--- src/design/phonetic_soundex_encoder_top_defines.svh ---
// Assertion macros shared by the phonetic code encoder RTL.
`ifndef PHONETIC_SOUNDEX_ENCODER_TOP_DEFINES_SVH
`define PHONETIC_SOUNDEX_ENCODER_TOP_DEFINES_SVH

`ifndef SYNTHESIS

// Check a property while out of reset.
`define PSENC_ASSERT(name, clk, rst, prop) \
  name: assert property (@(posedge clk) disable iff (rst) prop) \
    else $error("psenc assertion failed");

// Check a property on every edge, reset included.
`define PSENC_ASSERT_ALWAYS(name, clk, prop) \
  name: assert property (@(posedge clk) prop) \
    else $error("psenc assertion failed");

`else

`define PSENC_ASSERT(name, clk, rst, prop)
`define PSENC_ASSERT_ALWAYS(name, clk, prop)

`endif

`endif

--- src/design/psenc_pkg.sv ---
// Types, constants and class codes of the phonetic code encoder.
`default_nettype none

package psenc_pkg;

  localparam int CODE_LENGTH = 4;
  localparam int DIGIT_LIMIT = CODE_LENGTH - 1;
  localparam int CNT_W       = $clog2(DIGIT_LIMIT + 1);
  localparam int NUM_SHOWN   = (DIGIT_LIMIT < 3) ? DIGIT_LIMIT : 3;

  localparam int CH_W    = 21;
  localparam int DIG_W   = 3;
  localparam int TALLY_W = 16;
  localparam int IN_W    = 24;
  localparam int OUT_W   = 48;

  localparam int FIFO_DEPTH = 4;
  localparam int FIFO_PW    = $clog2(FIFO_DEPTH);
  localparam int FIFO_CW    = $clog2(FIFO_DEPTH + 1);

  localparam logic [CH_W-1:0] EMPTY_LEAD = CH_W'(48);

  // Character classes: 1..6 are consonant classes.
  localparam logic [3:0] CLS_NONE     = 4'd0;
  localparam logic [3:0] CLS_CONS_MIN = 4'd1;
  localparam logic [3:0] CLS_CONS_MAX = 4'd6;
  localparam logic [3:0] CLS_VOWEL    = 4'd7;
  localparam logic [3:0] CLS_SKIP     = 4'd8;
  localparam logic [3:0] CLS_UNKNOWN  = 4'd9;

  typedef logic [3:0] cls_t;

  typedef struct packed {
    cls_t            cls;
    logic [CH_W-1:0] lead;
    logic            is_empty;
    logic            last;
  } item_t;

  typedef struct packed {
    logic full;
    logic empty;
  } fifo_stat_t;

  typedef struct packed {
    logic             at_start;
    logic [CNT_W-1:0] digits;
  } back_stat_t;

endpackage

`default_nettype wire

--- src/design/psenc_front.sv ---
// Front end: take input beats, classify the character and queue the item.
`default_nettype none

module psenc_front (
  input  wire logic                       s_tvalid,
  output logic                            s_tready,
  input  wire logic [psenc_pkg::IN_W-1:0] s_tdata,
  input  wire logic                       s_tuser,
  input  wire logic                       s_tlast,
  input  wire psenc_pkg::fifo_stat_t      fifo_stat,
  output logic                            push,
  output psenc_pkg::item_t                item
);

  logic [psenc_pkg::CH_W-1:0] ch;
  logic                       is_ascii;
  logic                       is_upper;
  logic                       is_lower;
  logic [7:0]                 lc;
  psenc_pkg::cls_t            cls;

  assign ch       = s_tdata[psenc_pkg::CH_W-1:0];
  assign is_ascii = (ch[psenc_pkg::CH_W-1:7] == '0);
  assign is_upper = is_ascii && (ch[6:0] >= 7'h41) && (ch[6:0] <= 7'h5A);
  assign is_lower = is_ascii && (ch[6:0] >= 7'h61) && (ch[6:0] <= 7'h7A);
  assign lc       = {1'b0, ch[6], 1'b1, ch[4:0]};

  always_comb begin
    cls = psenc_pkg::CLS_UNKNOWN;
    if (is_upper || is_lower) begin
      unique case (lc)
        "a", "e", "i", "o", "u", "y":           cls = psenc_pkg::CLS_VOWEL;
        "b", "f", "p", "v":                     cls = 4'd1;
        "c", "g", "j", "k", "q", "s", "x", "z": cls = 4'd2;
        "d", "t":                               cls = 4'd3;
        "l":                                    cls = 4'd4;
        "m", "n":                               cls = 4'd5;
        "r":                                    cls = 4'd6;
        default:                                cls = psenc_pkg::CLS_SKIP;
      endcase
    end else if (is_ascii && (ch[6:0] >= 7'h20) && (ch[6:0] != 7'h7F)) begin
      cls = psenc_pkg::CLS_SKIP;
    end
  end

  assign s_tready = !fifo_stat.full;
  assign push     = s_tvalid && !fifo_stat.full;

  always_comb begin
    item.cls      = cls;
    item.lead     = is_lower ? (ch & ~psenc_pkg::CH_W'(32)) : ch;
    item.is_empty = s_tuser;
    item.last     = s_tlast;
  end

endmodule

`default_nettype wire

--- src/design/psenc_fifo.sv ---
// Short queue of classified items between front and back ends.
`default_nettype none

module psenc_fifo (
  input  wire logic                  clk,
  input  wire logic                  rst,
  input  wire logic                  push,
  input  wire psenc_pkg::item_t      item_in,
  input  wire logic                  pop,
  output psenc_pkg::item_t           item_out,
  output psenc_pkg::fifo_stat_t      stat
);

  psenc_pkg::item_t                  mem [psenc_pkg::FIFO_DEPTH];
  logic [psenc_pkg::FIFO_PW-1:0]     wr_ptr;
  logic [psenc_pkg::FIFO_PW-1:0]     rd_ptr;
  logic [psenc_pkg::FIFO_CW-1:0]     count;

  assign stat.full  = (count == psenc_pkg::FIFO_CW'(psenc_pkg::FIFO_DEPTH));
  assign stat.empty = (count == '0);
  assign item_out   = mem[rd_ptr];

  always_ff @(posedge clk) begin
    if (push) begin
      mem[wr_ptr] <= item_in;
    end
  end

  always_ff @(posedge clk) begin
    if (rst) begin
      wr_ptr <= '0;
      rd_ptr <= '0;
      count  <= '0;
    end else begin
      if (push) begin
        wr_ptr <= wr_ptr + psenc_pkg::FIFO_PW'(1);
      end
      if (pop) begin
        rd_ptr <= rd_ptr + psenc_pkg::FIFO_PW'(1);
      end
      if (push && !pop) begin
        count <= count + psenc_pkg::FIFO_CW'(1);
      end else if (pop && !push) begin
        count <= count - psenc_pkg::FIFO_CW'(1);
      end
    end
  end

endmodule

`default_nettype wire

--- src/design/psenc_back.sv ---
// Back end: merge classes, collect digits, hold the result beat.
`default_nettype none

module psenc_back (
  input  wire logic                        clk,
  input  wire logic                        rst,
  input  wire psenc_pkg::item_t            item,
  input  wire psenc_pkg::fifo_stat_t       fifo_stat,
  output logic                             pop,
  output psenc_pkg::back_stat_t            stat,
  output logic                             m_tvalid,
  input  wire logic                        m_tready,
  output logic [psenc_pkg::OUT_W-1:0]      m_tdata
);

  logic [2:0]                          prev_class;
  logic [2:0]                          prev_class_next;
  logic [psenc_pkg::CNT_W-1:0]         digits;
  logic [psenc_pkg::CNT_W-1:0]         digits_next;
  logic [psenc_pkg::CH_W-1:0]          lead;
  logic [psenc_pkg::CH_W-1:0]          lead_next;
  logic [psenc_pkg::TALLY_W-1:0]       tally;
  logic [psenc_pkg::TALLY_W-1:0]       tally_next;
  logic                                at_start;
  logic                                at_start_next;
  logic [psenc_pkg::DIG_W-1:0]         store      [psenc_pkg::DIGIT_LIMIT];
  logic [psenc_pkg::DIG_W-1:0]         store_next [psenc_pkg::DIGIT_LIMIT];
  logic [psenc_pkg::DIG_W-1:0]         dig_out    [3];
  logic                                is_cons;
  logic                                wr;
  logic                                ends;
  logic                                out_free;
  logic [psenc_pkg::OUT_W-1:0]         result;

  assign is_cons  = (item.cls >= psenc_pkg::CLS_CONS_MIN) &&
                    (item.cls <= psenc_pkg::CLS_CONS_MAX);
  assign ends     = item.is_empty || item.last;
  assign out_free = !m_tvalid || m_tready;
  assign pop      = !fifo_stat.empty && (!ends || out_free);

  assign stat.at_start = at_start;
  assign stat.digits   = digits;

  always_comb begin
    prev_class_next = prev_class;
    digits_next     = digits;
    lead_next       = lead;
    tally_next      = tally;
    at_start_next   = at_start;
    wr              = 1'b0;
    if (at_start) begin
      lead_next       = item.lead;
      tally_next      = (item.cls == psenc_pkg::CLS_UNKNOWN) ? psenc_pkg::TALLY_W'(1) : '0;
      prev_class_next = is_cons ? item.cls[2:0] : '0;
      digits_next     = '0;
      at_start_next   = 1'b0;
    end else if (digits < psenc_pkg::CNT_W'(psenc_pkg::DIGIT_LIMIT)) begin
      if (item.cls == psenc_pkg::CLS_VOWEL) begin
        prev_class_next = '0;
      end else if (is_cons) begin
        if (item.cls[2:0] != prev_class) begin
          wr              = 1'b1;
          digits_next     = digits + psenc_pkg::CNT_W'(1);
          prev_class_next = item.cls[2:0];
        end
      end else if (item.cls == psenc_pkg::CLS_UNKNOWN) begin
        if (tally != '1) begin
          tally_next = tally + psenc_pkg::TALLY_W'(1);
        end
      end
    end
  end

  always_comb begin
    for (int k = 0; k < psenc_pkg::DIGIT_LIMIT; k++) begin
      store_next[k] = (wr && (digits == psenc_pkg::CNT_W'(k))) ? item.cls[2:0] : store[k];
    end
    for (int k = 0; k < 3; k++) begin
      dig_out[k] = '0;
    end
    // Digits not yet found read as padding.
    for (int k = 0; k < psenc_pkg::NUM_SHOWN; k++) begin
      if (digits_next > psenc_pkg::CNT_W'(k)) begin
        dig_out[k] = store_next[k];
      end
    end
  end

  always_comb begin
    if (item.is_empty) begin
      result = {2'b00, psenc_pkg::TALLY_W'(0), 3'd0, 3'd0, 3'd0, psenc_pkg::EMPTY_LEAD};
    end else begin
      result = {2'b00, tally_next, dig_out[2], dig_out[1], dig_out[0], lead_next};
    end
  end

  always_ff @(posedge clk) begin
    if (pop) begin
      store <= store_next;
      lead  <= lead_next;
    end
    if (pop && ends) begin
      m_tdata <= result;
    end
  end

  always_ff @(posedge clk) begin
    if (rst) begin
      prev_class <= '0;
      digits     <= '0;
      tally      <= '0;
      at_start   <= 1'b1;
      m_tvalid   <= 1'b0;
    end else begin
      if (pop) begin
        if (ends) begin
          prev_class <= '0;
          digits     <= '0;
          tally      <= '0;
          at_start   <= 1'b1;
        end else begin
          prev_class <= prev_class_next;
          digits     <= digits_next;
          tally      <= tally_next;
          at_start   <= at_start_next;
        end
      end
      if (pop && ends) begin
        m_tvalid <= 1'b1;
      end else if (m_tready) begin
        m_tvalid <= 1'b0;
      end
    end
  end

endmodule

`default_nettype wire

--- src/design/phonetic_soundex_encoder_top.sv ---
// A string-ending beat is queued, then registered onto m_tdata when it is popped from the queue.
// Throughput: one input beat per cycle while the queue has space, limited by the single pop per cycle of the queue.
// A result beat waiting in the output register does not stop non-ending beats.
// Reset (rst, synchronous, active high) empties the queue, drops any pending result
// and puts the encoder at the start of a string.
`default_nettype none

`include "phonetic_soundex_encoder_top_defines.svh"

module phonetic_soundex_encoder_top (
  input  wire logic                        clk,
  input  wire logic                        rst,
  // Input stream: one character per beat.
  input  wire logic                        s_tvalid,
  output logic                             s_tready,
  input  wire logic [psenc_pkg::IN_W-1:0]  s_tdata,  // [20:0] ch, [23:21] zero
  input  wire logic                        s_tuser,  // [0] is_empty
  input  wire logic                        s_tlast,  // last character of the string
  // Output stream: one phonetic code per ended string.
  output logic                             m_tvalid,
  input  wire logic                        m_tready,
  output logic [psenc_pkg::OUT_W-1:0]      m_tdata   // [20:0] lead_char, [23:21] digit_one,
                                                     // [26:24] digit_two, [29:27] digit_three,
                                                     // [45:30] fail_count, [47:46] zero
);

  psenc_pkg::fifo_stat_t fifo_stat;
  psenc_pkg::back_stat_t back_stat;
  psenc_pkg::item_t      push_item;
  psenc_pkg::item_t      head_item;
  logic                  push;
  logic                  pop;
  logic                  head_ends;
  logic                  idle;

  // Classify the character and queue it; ready only tracks queue space.
  psenc_front u_front (
    .s_tvalid  (s_tvalid),
    .s_tready  (s_tready),
    .s_tdata   (s_tdata),
    .s_tuser   (s_tuser),
    .s_tlast   (s_tlast),
    .fifo_stat (fifo_stat),
    .push      (push),
    .item      (push_item)
  );

  // Decouple classification from the merge so either side can stall alone.
  psenc_fifo u_fifo (
    .clk      (clk),
    .rst      (rst),
    .push     (push),
    .item_in  (push_item),
    .pop      (pop),
    .item_out (head_item),
    .stat     (fifo_stat)
  );

  // Merge classes, count unknowns and hold the result beat for the sink.
  psenc_back u_back (
    .clk       (clk),
    .rst       (rst),
    .item      (head_item),
    .fifo_stat (fifo_stat),
    .pop       (pop),
    .stat      (back_stat),
    .m_tvalid  (m_tvalid),
    .m_tready  (m_tready),
    .m_tdata   (m_tdata)
  );

  assign head_ends = head_item.is_empty || head_item.last;
  assign idle      = !m_tvalid && fifo_stat.empty && back_stat.at_start;

  // Reset leaves no result, an empty queue and the string start.
  `PSENC_ASSERT_ALWAYS(a_reset_clean, clk, rst |=> idle)

  // The digit count never passes the digit limit, one less than the code length.
  `PSENC_ASSERT(a_digit_bound, clk, rst, back_stat.digits <= psenc_pkg::CNT_W'(psenc_pkg::DIGIT_LIMIT))

  // An ending item leaves the queue only when the output register can take it.
  `PSENC_ASSERT(a_no_overwrite, clk, rst, (pop && head_ends) |-> (!m_tvalid || m_tready))

  // Nothing is popped from an empty queue.
  `PSENC_ASSERT(a_no_underflow, clk, rst, pop |-> !fifo_stat.empty)

endmodule

`default_nettype wire
--- config.mk ---
export PLATFORM = sky130hd
export DESIGN_NAME = phonetic_soundex_encoder_top
export DESIGN_NICKNAME = d
export VERILOG_FILES = /design/src/design/psenc_pkg.sv /design/src/design/psenc_front.sv /design/src/design/psenc_fifo.sv /design/src/design/psenc_back.sv /design/src/design/phonetic_soundex_encoder_top.sv
export VERILOG_INCLUDE_DIRS = /design/src /design/src/design
export SDC_FILE = /design/constraint.sdc
export NUM_CORES = 1
export LEC_CHECK = 0
export BUFFER_PORTS_ARGS = -buffer_cell sky130_fd_sc_hd__buf_4
export CORE_MARGIN = 8
export CORE_UTILIZATION = 54
export DETAILED_ROUTE_END_ITERATION = 10
export PLACE_DENSITY = 0.75
export SYNTH_ARGS = -nofsm -noshare
export SYNTH_HDL_FRONTEND = slang
export SYNTH_SLANG_ARGS = --single-unit
--- constraint.sdc ---
create_clock -name clk -period 3.5 [get_ports clk]
set_clock_uncertainty 0.2 [all_clocks]
set_input_delay 0.175 -clock clk [delete_from_list [all_inputs] [get_ports clk]]
set_output_delay 0.175 -clock clk [all_outputs]
set_load 0.05 [all_outputs]
# Word-level counts from Yosys, hierarchy flattened
# Memories as Yosys holds them, arrays and structs flattened. A register that Yosys moved wholly into a read port is not among the register bits.
# Cells that the tools add are included.
# op_classes
magnitude_cmp	11
eq_ne	32
reduce_logical	42
add_sub_neg	6
n_mux	43
bitwise	3
# ops
operator	count
6-bit equality test, second input constant	24
16-bit two-way mux	7
3-bit two-way mux	12
4-bit one-hot mux with 7 select lines	1
21-bit two-way mux	1
16-bit by 1-bit adder with 16-bit output, second input constant	1
2-bit two-way mux	8
16-bit != test, second input constant	1
1-bit logical AND	15
7-bit >= comparator, second input constant	2
7-bit <= comparator, second input constant	2
14-bit zero test	1
1-bit two-way mux	12
2-bit OR reduction	5
4-bit nonzero test	2
8-bit OR reduction	1
7-bit by 6-bit >= comparator with 1-bit output, second input constant	1
7-bit != test, second input constant	1
2-bit by 1-bit adder with 2-bit output, second input constant	3
1-bit zero test	6
6-bit two-way mux	1
6-bit OR reduction	1
4-bit by 3-bit equality test with 1-bit output, second input constant	1
4-bit equality test, second input constant	1
20 further kinds	27
# totals
output_inout_bits	50
elab_cells	155
regBits	108
mem_count	1
ramBits	108
input_bits	30
# mem_list
name	depth	word_bits	rd	rd_ports_with_merged_regs	wr	line_no	source
u_fifo.mem	4	27	1	1	1	psenc_fifo.sv:14	psenc_pkg::item_t mem [psenc_pkg::FIFO_DEPTH];

# Longest topological paths before layout
# Gate-level depths: netlist (run 1).
# depth
word_depth	9
mapped_depth	12
mapped_depth_nobuf	10

# Cells and area by module
# Synthesis (run 1) repeated with hierarchy kept, for this count alone.
# unflattened
hier_cells	648
hier_area_um2	9669.3
# by_module_without_submodules
mod	area_per_inst_um2	cells_per_inst	n_inst	seq_area_each_um2
psenc_back	4823.4	396	1	2742.6
psenc_fifo	4372.9	185	1	3423.3
psenc_front	473.0	67	1	0.0

# Worst setup path after synthesis (run 1)
# OpenSTA, ideal clock, no wires.
# synth_path
path_kind	reg-to-reg
startpoint	reg with a tool-made name
endpoint	reg u_fifo.count[2] (netlist name)
t_arrival_ns	3.133
n_path_buf	2
required_time_ns	3.229
setup_slack_ns	0.097
path_stages_with_launch	13
path_cell_list	dfxtp_1 -> buf_6 -> mux4_2 -> or2_1 -> buf_6 -> a21oi_4 -> inv_2 -> ha_1 -> inv_1 -> fa_1 -> xor2_1 -> or3_1 -> a21oi_1
# synth_lines
element	line_no	source
end signal: assignment	psenc_fifo.sv:42	count <= count + psenc_pkg::FIFO_CW'(1);
end signal: assignment	psenc_fifo.sv:44	count <= count - psenc_pkg::FIFO_CW'(1);
end: declaration	psenc_fifo.sv:17	logic [psenc_pkg::FIFO_CW-1:0] count;

==> run_results.csv, run 1 <==
group,metric,value,unit
yosys,synth_compound_area_share,8.634,%
clock_tree,cts_tree,"yes",
detailed_routing,wl_met1,8.088,mm
yosys,postSynthAreaPerCell,14.49,um2
clock_tree,path_clk_slew,60,ps
die,die_w,148.1,um
sta,post-route-period-util,90.16,%
clock_tree,cts.sinks,216,
yosys,synth_fa_ha_area_share,1.753,%
sta,period_needed,3156,ps
worst_hold_path,hold_path.class,"input pin to flip-flop",
global_routing,antenna_found_initial,0,
clock_tree,h-tree-depth,1,
flow_run,drv_cap,0,
layout,layout-area-overhead-vs-synth,17.27,%
sta,hold_viol,0,
clock_tree,cts_hold_buffers,25,
yosys,netlist_area,9419,um2
yosys,synth_edf_count,184,
sta,max_slew_margin,27.69,%
clock_tree,postCtsResizedCells,0,
yosys,synth_flop_cell,"edfxtp_1",
yosys,ys_types,68,
outcome,status,"finished clean",
yosys,ys_seq_elements,216,
sta,timing.hold.ws,36.65,ps
die,start_util,54.84,%
global_routing,grt_pass1_vias,5729,
clock_tree,post-cts-setup-buffers,0,
yosys,yosys.area_share.simple,10.69,%
global_routing,overflow,0,
pwr,irDropWorstVdd,575.3,uV
layout,fin_nets,788,
layout,drive_gt1_share,24.01,%
clock_tree,clockBufferDepth,3,
placement,portBuffers,74,
worst_setup_path,crit_type,"flip-flop to flip-flop",
detailed_routing,avgViaCountPerCell,5.987,
pwr,p_leak,3.773,nW
clock_tree,cts_buffers,22,
detailed_routing,drt-wirelength-per-cell,19.32,um
yosys,yosysWarningCount,0,
placement,place.gp.congestion,0.8394,
worst_setup_path,critical_path.endpoint_type,"flip-flop",
yosys,synth_top_family_by_area,"simple AND/OR/NAND/NOR gates",
sta,setup_total_negative_slack,0,ps
global_routing,grt_pass1_wl,30.15,mm
detailed_routing,wl_met2,9.336,mm
worst_setup_path,cp_max_fo,10,
detailed_routing,dr.pass1.iters,6,
worst_setup_path,required,3530,ps
detailed_routing,wl,18.99,mm
sta,rsz0062_at_grt,"no",
detailed_routing,via_count,5885,
sta,fmax,0.3169,GHz
detailed_routing,antenna_left,0,
die,dieHeight,148.1,um
sta,worst_slew_pin_slew,1081,ps
sta,finalSetupViolations,0,
layout,fillers,1237,
detailed_routing,topRoutingLayerUsed,"met4",
global_routing,grt_max_degree,35,
pwr,power.density,872.8,nW/um2
clock_tree,insertion_delay,510,ps
placement,hpwl,12.07,mm
die,fp.coreArea,17180,um2
detailed_routing,drc_errors,0,
detailed_routing,met3_length,1.184,mm
yosys,synth-xor-area-share,0.8369,%
die,num_rows,48,
layout,diodes,0,
global_routing,grt_usage,16.97,%
yosys,syn_inst,650,
yosys,yosysSeqAreaShare,65.46,%
worst_setup_path,cp.arrival,3180,ps
sta,slew_violations,0,
yosys,ys_async_sr_fraction,0,%
yosys,synth_mux_area_share,9.724,%
detailed_routing,drt_iter0_drc,430,
die,ioPinCount,80,
worst_setup_path,cp-start-kind,"flip-flop",
clock_tree,root_buffer,"clkbuf_16",
die,die-area,21920,um2
==> synthesized netlist by cell type (3+ instances only) <==
| cell | instances | share of area (%) |
|---|---|---|
| or3_1 | 15 | 1.0 |
| buf_1 | 5 | 0.20 |
| a31o_2 | 3 | 0.28 |
| xnor2_1 | 3 | 0.28 |
| nor2_1 | 19 | 0.76 |
| a22oi_1 | 6 | 0.48 |
| o22ai_1 | 3 | 0.20 |
| mux2i_1 | 6 | 0.64 |
| clkbuf_1 | 18 | 0.72 |
| o211ai_1 | 7 | 0.56 |
| or4_1 | 5 | 0.40 |
| nand2_1 | 25 | 1.0 |
| nor2b_1 | 26 | 1.7 |
| a21oi_1 | 24 | 1.3 |
| a211oi_1 | 6 | 0.48 |
| nand4_1 | 7 | 0.46 |
| o21ai_0 | 35 | 1.9 |
| ha_1 | 10 | 1.3 |
| o31a_1 | 4 | 0.37 |
| edfxtp_1 | 184 | 59 |
| or2_2 | 3 | 0.20 |
| a31oi_1 | 17 | 1.1 |
| buf_6 | 6 | 0.72 |
| xor2_1 | 6 | 0.56 |
| nand2b_1 | 6 | 0.40 |
| and2_1 | 4 | 0.27 |
| dfxtp_1 | 32 | 6.8 |
| buf_2 | 8 | 0.43 |
| nor4_1 | 5 | 0.33 |
| inv_1 | 15 | 0.60 |
| nor3_1 | 8 | 0.43 |
| nand3_1 | 30 | 1.6 |
| and3_1 | 10 | 0.66 |
| o31ai_1 | 3 | 0.24 |
| mux4_2 | 27 | 6.5 |
| mux2_2 | 22 | 2.6 |
==> area by class of cell <==
class	instances	area, um2	share of cell area [%]
inverter	16	60.06	0.5437
tap	225	281.5	2.549
multi-input combinational	380	2989	27.06
clock buffer	28	593.1	5.369
timing repair buffer	111	908.4	8.224
clock inverter	7	46.29	0.4191
sequential	216	6167	55.83
==> logic make-up after synthesis <==
group                    Yosys count
adder cells (fa/ha/maj)           13
multiplexers                      55
buffers and inverters             55
flip-flops                       216
other                              1
XOR/XNOR                           9
AND/OR/NAND/NOR                  176
AO/OA/AOI/OAI                    125
==> routing by layer <==
| metal | up-vias | global-route usage, % |
|---|---|---|
| li1 | 2743 | - |
| met1 | 2882 | 22.10 |
| met2 | 223 | 28.47 |
| met3 | 37 | 2.917 |
| met4 | 0 | 5.507 |
| met5 | - | 0 |
==> final timing paths <==
path	startpoint	endpoint	slack, ps	depth (start not counted)
setup reg to reg	flip-flop	u_back.m_tdata[23]$_SDFFCE_PP0P_	340	5
setup / recovery	flip-flop	u_back.m_tdata[23]$_SDFFCE_PP0P_	340	5
hold / removal	s_tvalid	u_fifo.wr_ptr[0]$_SDFFE_PP0P_	40	4
hold reg to reg	u_back.prev_class[0]$_SDFFE_PP0P_	u_back.prev_class[0]$_SDFFE_PP0P_	300	2
==> cell usage in the layout, fill, tap and decap left out, drive strengths merged, types with 3 or more instances in the layout <==
master | synthesis | layout
edfxtp | 184 | 184
buf | 21 | 86
o21ai | 35 | 35
dfxtp | 32 | 32
nand3 | 30 | 30
clkbuf | 18 | 28
mux4 | 27 | 27
nor2b | 26 | 26
nand2 | 25 | 25
dlygate4sd3 | 0 | 25
a21oi | 25 | 25
mux2 | 22 | 22
nor2 | 19 | 19
a31oi | 17 | 17
inv | 16 | 16
or3 | 15 | 15
and3 | 11 | 11
ha | 10 | 10
nor3 | 9 | 9
o211ai | 8 | 8
nand4 | 7 | 7
nor4 | 7 | 7
nand2b | 6 | 6
mux2i | 6 | 6
xor2 | 6 | 6
a211oi | 6 | 6
a22oi | 6 | 6
or4 | 6 | 6
clkinv | 0 | 6
and2 | 4 | 4
o31a | 4 | 4
or2 | 4 | 4
o22ai | 3 | 3
o31ai | 3 | 3
xnor2 | 3 | 3
a31o | 3 | 3
==> registers in the layout, summed over array words and instances, names as in the netlist, named ones only <==
name and cells:
u_fifo.wr_ptr 2, u_fifo.rd_ptr 2, u_back.m_tvalid 1, u_fifo.mem 108
u_back.tally 16, u_back.prev_class 3, u_back.at_start 1, u_back.store 9
u_back.digits 2, u_fifo.count 3, u_back.m_tdata 46, u_back.lead 21
==> worst max-delay path: stages, from the launching register on <==
cell      delay (ps)
dfxtp_2          540
mux4_2           700
xor2_1           470
nor3_1           250
o41ai_1          630
a211oi_1         100
==> power breakdown <==
part | total (mW) | switching [mW] | internal, mW
sequential | 3.94 | 0.244 | 3.69
combinational | 3.61 | 2.41 | 1.20
clock | 2.09 | 0.902 | 1.19
==> metrics by stage <==
stage	setup WS [ps]	std cells	area [um2]	util (%)	total power, mW
after global placement	422.4	923	10160	59.13	7.457
after global routing	121.4	983	11050	64.31	10.05
after detailed placement	368.8	923	10160	59.13	7.570
after CTS	367.8	983	11050	64.31	9.711
final	344.5	983	11050	64.31	9.641
after floorplan	96.90	651	9423	-	6.591
No activity file was read; power rests on OpenSTA's default activity.
==> inputs of run 2 (changes only) <==
Settings changed: ABC_AREA set to 1, HOLD_SLACK_MARGIN set to 0.15.
==> run 2 against run 1 <==
Against the previous run: critical path depth up 5; synthesized cell count grew 50%; worst setup slack lost 21 ps; combinational power grew 26%; critical endpoint is now u_back.m_tdata[37]$_SDFFCE_PP0P_; cell area up 4.9%; critical path type unchanged; count of clock-buffer cells in the layout down 5; non-clock buffer count rose by 5.
==> run_results.csv, run 2 <==
group,metric,value,unit
worst_hold_path,hold_depth,2,
yosys,ys_async_sr_fraction,0,%
yosys,synth_fa_ha_area_share,1.490,%
clock_tree,cts.sinks,216,
pwr,clock_power_share,22.7,%
worst_setup_path,cp_top_family,"buffers and inverters",
global_routing,antenna_found_initial,0,
sta,slew_violations,0,
sta,setup_total_negative_slack,0,ps
layout,layout_commonest_cell,"nand2_1",
die,die_w,150.3,um
pwr,irDropWorstVdd,650.5,uV
pwr,power.switching,4.601,mW
worst_setup_path,cp_num_buf_inv,4,
layout,drive_gt1_share,14.73,%
yosys,synth_top_area_share,56.71,%
clock_tree,insertion_delay,520,ps
clock_tree,cts_tree,"yes",
die,ioPinCount,80,
clock_tree,root_buffer,"clkbuf_16",
sta,max_slew_margin,40.96,%
layout,layout-area-overhead-vs-synth,18.89,%
worst_setup_path,cp-start-kind,"flip-flop",
pwr,power.share.combinational,41.0,%
yosys,synth.area.top_cells,"edfxtp_1 (57%), nand2_1 (8.1%), dfxtp_1 (6.6%), nor2_1 (4.8%), nand3_1 (3.4%)",
yosys,netlist_area,9743,um2
detailed_routing,antenna_left,0,
yosys,synth_top_family_by_area,"simple AND/OR/NAND/NOR gates",
sta,fmax,0.3149,GHz
worst_setup_path,cp_slowest_cell,"buf_4",
yosys,ys_types,41,
sta,hold_viol,0,
pwr,p_leak,4.545,nW
yosys,postSynthAreaPerCell,9.983,um2
layout,largest-register,"u_fifo.mem",
clock_tree,cts_buffers,23,
placement,hpwl,13.46,mm
sta,period_needed,3176,ps
worst_hold_path,worstHoldStart,"s_tdata[13]",
placement,place_area,10520,um2
yosys,synth-xor-area-share,0.8090,%
global_routing,grt_pass1_wl,34.09,mm
yosys,synth_edf_count,184,
worst_setup_path,r2r-end,"u_back.m_tdata[37]$_SDFFCE_PP0P_",
sta,rsz0062_at_grt,"no",
pwr,power.density,957.0,nW/um2
yosys,yosys.area_share.simple,20.23,%
placement,portBuffers,74,
detailed_routing,avgViaCountPerCell,5.420,
yosys,syn_inst,976,
clock_tree,path_clk_slew,60,ps
global_routing,overflow,0,
detailed_routing,dr.pass1.iters,5,
clock_tree,postCtsResizedCells,0,
layout,reg.largest.list,"u_fifo.mem (108), u_back.m_tdata (46), u_back.lead (21)",
worst_setup_path,rrSetupSlack,320,ps
layout,fin_nets,1117,
clock_tree,h-tree-depth,1,
detailed_routing,via_count,7165,
worst_setup_path,critical_path.endpoint_type,"flip-flop",
pwr,switching_share,41.50,%
layout,diodes,0,
pwr,seqPwrFrac,36.2,%
detailed_routing,drc_errors,0,
pwr,intPower,6.485,mW
worst_setup_path,cp.arrival,3190,ps
yosys,yosysWarningCount,0,
yosys,yosysTopAreaCell,"edfxtp_1",
yosys,synthTopCellsByCount,"nand2_1 (210), edfxtp_1 (184), nor2_1 (125), inv_1 (82)",
worst_setup_path,ff2ff_path_depth,10,
sta,finalSetupViolations,0,
sta,worst_slew_pin_slew,884.3,ps
global_routing,grt_usage,18.84,%
layout,fin_area,11580,um2
yosys,ys_seq_elements,216,
layout,largest_reg_flops,108,
die,dieHeight,150.3,um
die,fp.coreArea,17840,um2
flow_run,drv_cap,0,
yosys,synth_most_common_cell,"nand2_1",
worst_setup_path,crit_type,"flip-flop to flip-flop",
yosys,yosysSeqAreaShare,63.28,%
yosys,synth_flop_cell,"edfxtp_1",
global_routing,grt_pass1_vias,6814,
clock_tree,clockBufferDepth,3,
layout,final_cell_mix,"nand2_1 (210), edfxtp_1 (184), nor2_1 (121)",
sta,post-route-period-util,90.74,%
worst_setup_path,path_cells,"buf_4, nor2_1, nor2_1, o21ai_1, nand3_2, a31oi_4, buf_4, nand2_1, inv_2, buf_12",
yosys,synth_compound_area_share,8.617,%
placement,place.gp.congestion,0.9029,
die,start_util,54.61,%
worst_hold_path,whs_endpoint,"u_fifo.mem[2][15]$_DFFE_PP_",
worst_hold_path,hold_path.class,"input pin to flip-flop",
die,die-area,22600,um2
worst_setup_path,required,3510,ps
worst_setup_path,cp_max_fo,38,
detailed_routing,drt_iter0_drc,609,
die,num_rows,49,
worst_setup_path,critPathMaxStageDelay,450,ps
global_routing,grt_max_degree,55,
outcome,status,"finished clean",
yosys,synth_mux_area_share,0,%
detailed_routing,wl,21.44,mm
detailed_routing,drt-wirelength-per-cell,16.22,um
==> run 2: cell count changes in the layout (fill, tap and decap cells not counted), moves of 26 or more <==
cell | previous run | this run
a21oi_1 | 24 | 52
inv_1 | 15 | 81
mux4_2 | 27 | 0
nand2_1 | 25 | 210
nand3_1 | 30 | 67
nor2_1 | 19 | 121
nor2b_1 | 26 | 0
o21ai_0 | 35 | 67
==> run 2: how the worst max path moves through the flow <==
stage	to	slack (ps)	cells after the start
2_1_floorplan	u_back.m_tdata[0]$_SDFFCE_PP0P_	30	9
3_3_place_gp	u_back.m_tdata[44]$_SDFFCE_PP0P_	390	10
3_5_place_dp	u_back.m_tdata[5]$_SDFFCE_PP1P_	290	10
4_1_cts	u_back.m_tdata[37]$_SDFFCE_PP0P_	270	10
5_1_grt	u_back.m_tdata[34]$_SDFFCE_PP0P_	110	10
6_report	u_back.m_tdata[37]$_SDFFCE_PP0P_	320	10
==> run 2: per-stage QoR <==
stage               std cells  worst slack, ps  utilization, %  hold slack, ps  power, mW
CTS                      1322            274.9           64.93           195.8      11.13
detailed placement       1253            294.8           58.97           186.6      8.556
global route             1322            106.9           64.93           212.5      11.66
finish                   1322            323.9           64.93           214.9      11.09
floorplan                 977            33.87               -           73.87      7.257
global placement         1253            389.4           58.97           182.6      8.441
==> run 2: kinds of logic (layout without fill, tap and decap cells) <==
group	count (synthesis)	count (layout)
other cells	1	2
buf+inv	128	244
compound gates	155	155
flops	216	216
xor+xnor	9	9
fa+ha+maj	11	11
simple gates	456	456
==> run 2: power by group through the flow <==
stage          Sequential, mW  Combinational [mW]  Clock (mW)
4_1_cts                  4.03                4.56        2.54
5_1_grt                  4.09                4.93        2.64
2_1_floorplan            5.02                2.24           0
3_5_place_dp             4.06                4.49           0
6_report                 4.02                4.55        2.52
3_3_place_gp             4.04                4.40           0
==> run 2: layout make-up <==
type                       count  area, um2
sequential                   216       6166
multi-input combinational    633       3052
clock buffer                  23      575.6
tap                          229      286.5
fill                        1358       6257
inverter                      86      335.3
clock inverter                19      217.7
timing repair buffer         116      950.9
==> run 2: repair_timing <==
item	in CTS	in global routing
endpoints found under the setup margin	0	0
endpoints found under the hold margin	126	0
hold buffers	27	0
setup buffers	0	0
==> run 2: routing by layer <==
metal / vias to the layer above / part of all wire (%) / GRT usage [%]
li1: 3541 / - / -
met1: 3397 / 43 / 24.84
met2: 200 / 50 / 31.82
met3: 27 / 5.6 / 2.675
met4: 0 / 1.4 / 5.547
met5: - / 0 / 0
==> inputs of run 3 (changes only) <==
Settings changed: CELL_PAD_IN_SITES_DETAIL_PLACEMENT set to 2, CELL_PAD_IN_SITES_GLOBAL_PLACEMENT set to 2, CORE_UTILIZATION 54 to 35, GPL_TIMING_DRIVEN set to 0, SKIP_LAST_GASP set to 1.
==> run 3 against run 2 <==
Against the previous run: sequential cell count is the same; maximum frequency shrank 0.76%; count of clock-buffer cells in the layout grew 8; combinational power grew 12%; utilization shrank 22 points; cell area grew 3.4%; via count grew 6.9%; clock power is essentially flat; critical path type unchanged; critical endpoint is now u_fifo.count[1]$_SDFFE_PP0P_; highest routed layer unchanged.
==> run_results.csv, run 3 (same netlist as run 2, synthesis figures left out) <==
group,metric,value,unit
outcome,status,"finished clean",
die,die_w,182.8,um
worst_setup_path,critical_path.endpoint_type,"flip-flop",
layout,fin_util,43.37,%
sta,worst_slew_pin_slew,740.1,ps
layout,fin_nets,1152,
layout,reg.largest.list,"u_fifo.mem (108), u_back.m_tdata (46), u_back.lead (21)",
pwr,irDropWorstVdd,418.1,uV
layout,final_cell_mix,"nand2_1 (210), edfxtp_1 (184), nor2_1 (121)",
die,ioPinCount,80,
global_routing,grt_usage,18.67,%
detailed_routing,drt_iter0_drc,355,
sta,hold_viol,0,
layout,fillers,2932,
placement,portBuffers,74,
worst_setup_path,cp.depth,15,
layout,diodes,0,
clock_tree,postCtsResizedCells,0,
layout,largest-register,"u_fifo.mem",
worst_setup_path,crit_type,"flip-flop to flip-flop",
clock_tree,cts.sinks,216,
sta,finalSetupViolations,0,
layout,fin_area,11980,um2
sta,fmax,0.3125,GHz
worst_setup_path,path_cells,"buf_6, inv_8, nand2_1, nand2_1, nand2_1, and2_1, nand3_2, a31oi_4, inv_4, buf_6, ha_1, inv_1, fa_1, o21ai_0, a21oi_1",
die,dieHeight,182.8,um
worst_setup_path,worst_path_most_repeated_cell,"nand2_1",
clock_tree,cts_tree,"yes",
pwr,power,11.63,mW
pwr,switching_share,43.75,%
global_routing,grt_max_degree,28,
worst_setup_path,cp_num_buf_inv,5,
sta,post-route-period-util,91.44,%
clock_tree,insertion_delay,530,ps
worst_setup_path,ff2ff_path_depth,15,
global_routing,grt_pass1_wl,49.36,mm
pwr,seqPwrFrac,34.5,%
sta,max_slew_margin,50.14,%
clock_tree,root_buffer,"clkbuf_16",
pwr,intPower,6.540,mW
worst_hold_path,hold_depth,2,
die,die-area,33430,um2
placement,place.gp.congestion,0.8274,
layout,drive_gt1_share,14.35,%
detailed_routing,via_count,7660,
flow_run,drv_cap,0,
detailed_routing,drt-wirelength-per-cell,20.60,um
detailed_routing,antenna_left,0,
global_routing,overflow,0,
detailed_routing,dr.pass1.iters,5,
detailed_routing,drc_errors,0,
die,fp.coreArea,27630,um2
pwr,power.share.combinational,43.8,%
sta,slew_violations,0,
worst_setup_path,critPathMaxStageDelay,420,ps
clock_tree,h-tree-depth,1,
layout,largest_reg_flops,108,
die,num_rows,61,
worst_setup_path,cp_top_family,"simple AND/OR/NAND/NOR gates",
pwr,p_leak,4.629,nW
sta,period_needed,3200,ps
pwr,power.switching,5.086,mW
clock_tree,cts_buffers,25,
detailed_routing,wl,31.05,mm
layout,layout_commonest_cell,"nand2_1",
detailed_routing,avgViaCountPerCell,5.083,
global_routing,grt_pass1_vias,8672,
worst_setup_path,cp-start-kind,"flip-flop",
placement,place_area,10940,um2
global_routing,antenna_found_initial,0,
pwr,power.density,970.2,nW/um2
sta,rsz0062_at_grt,"no",
die,start_util,35.26,%
clock_tree,path_clk_slew,60,ps
layout,layout-area-overhead-vs-synth,22.99,%
worst_hold_path,hold_path.class,"input pin to flip-flop",
pwr,clock_power_share,21.7,%
placement,hpwl,21.64,mm
clock_tree,clockBufferDepth,3,
worst_setup_path,required,3700,ps
worst_setup_path,cp.arrival,3400,ps
worst_setup_path,cp_slowest_cell,"fa_1",
worst_setup_path,cp_max_fo,10,
## run 3: changes by cell type in the layout (fill, tap and decap cells not counted), sizes merged
cell,previous run,this run
inv,87,88
dlygate4sd3,27,26
buf,89,97
clkinvlp,4,0
bufinv,4,2
clkbuf,23,57
## run 3: worst paths after layout
check / slack [ps] / start / to
worst max-delay path: 300 / flip-flop / u_fifo.count[1]$_SDFFE_PP0P_
worst min-delay path: 200 / s_tdata[8] / u_fifo.mem[2][10]$_DFFE_PP_
worst max register to register: 300 / flip-flop / u_fifo.count[1]$_SDFFE_PP0P_
worst min register to register: 290 / u_fifo.count[2]$_SDFFE_PP0P_ / u_fifo.count[2]$_SDFFE_PP0P_
## run 3: per-stage QoR
| stage | hold WS [ps] | worst slack, ps | cells | TNS, ps |
|---|---|---|---|---|
| finish | 201.8 | 299.5 | 1507 | 0 |
| global route | 198.5 | 54.44 | 1507 | 0 |
| CTS | 182.5 | 222.6 | 1507 | 0 |
| detailed placement | 182.8 | -141.5 | 1435 | -1739 |
| global placement | 178.1 | -1433 | 1429 | -81960 |
| floorplan | 73.87 | 33.87 | 977 | 0 |
## run 3: layout make-up
type / instances / area, um2 / area share (%)
Multi-Input combinational cell: 633 / 3072 / 25.63
Buffer: 42 / 203.9 / 1.702
Timing Repair Buffer: 107 / 958.4 / 7.998
Clock inverter: 14 / 126.4 / 1.055
Clock buffer: 31 / 648.1 / 5.409
Inverter: 86 / 335.3 / 2.798
Tap cell: 378 / 473.0 / 3.947
Sequential cell: 216 / 6166 / 51.46
## run 3: per-layer routing
layer / track usage [%] / part of all wire, % / vias up
met5: 0 / 0 / -
met3: 2.434 / 3.6 / 48
met4: 5.172 / 2.3 / 0
met1: 23.03 / 43 / 3859
met2: 33.83 / 51 / 147
li1: - / - / 3606
## run 3: power groups by stage
stage                     Sequential, mW  Combinational (mW)  Clock [mW]
after floorplan                     5.02                2.24           0
after global placement              4.07                4.76           0
after detailed placement            4.08                5.08           0
after CTS                           4.03                5.18        2.59
after global routing                4.09                5.55        2.66
final                               4.02                5.09        2.52
## run 3: timing repair
| item | 4_1_cts | 5_1_grt |
|---|---|---|
| setup endpoints to repair | 29 | 0 |
| buffers inserted | 1 | 0 |
| endpoints found under the hold margin | 119 | 0 |
| hold buffers | 26 | 0 |
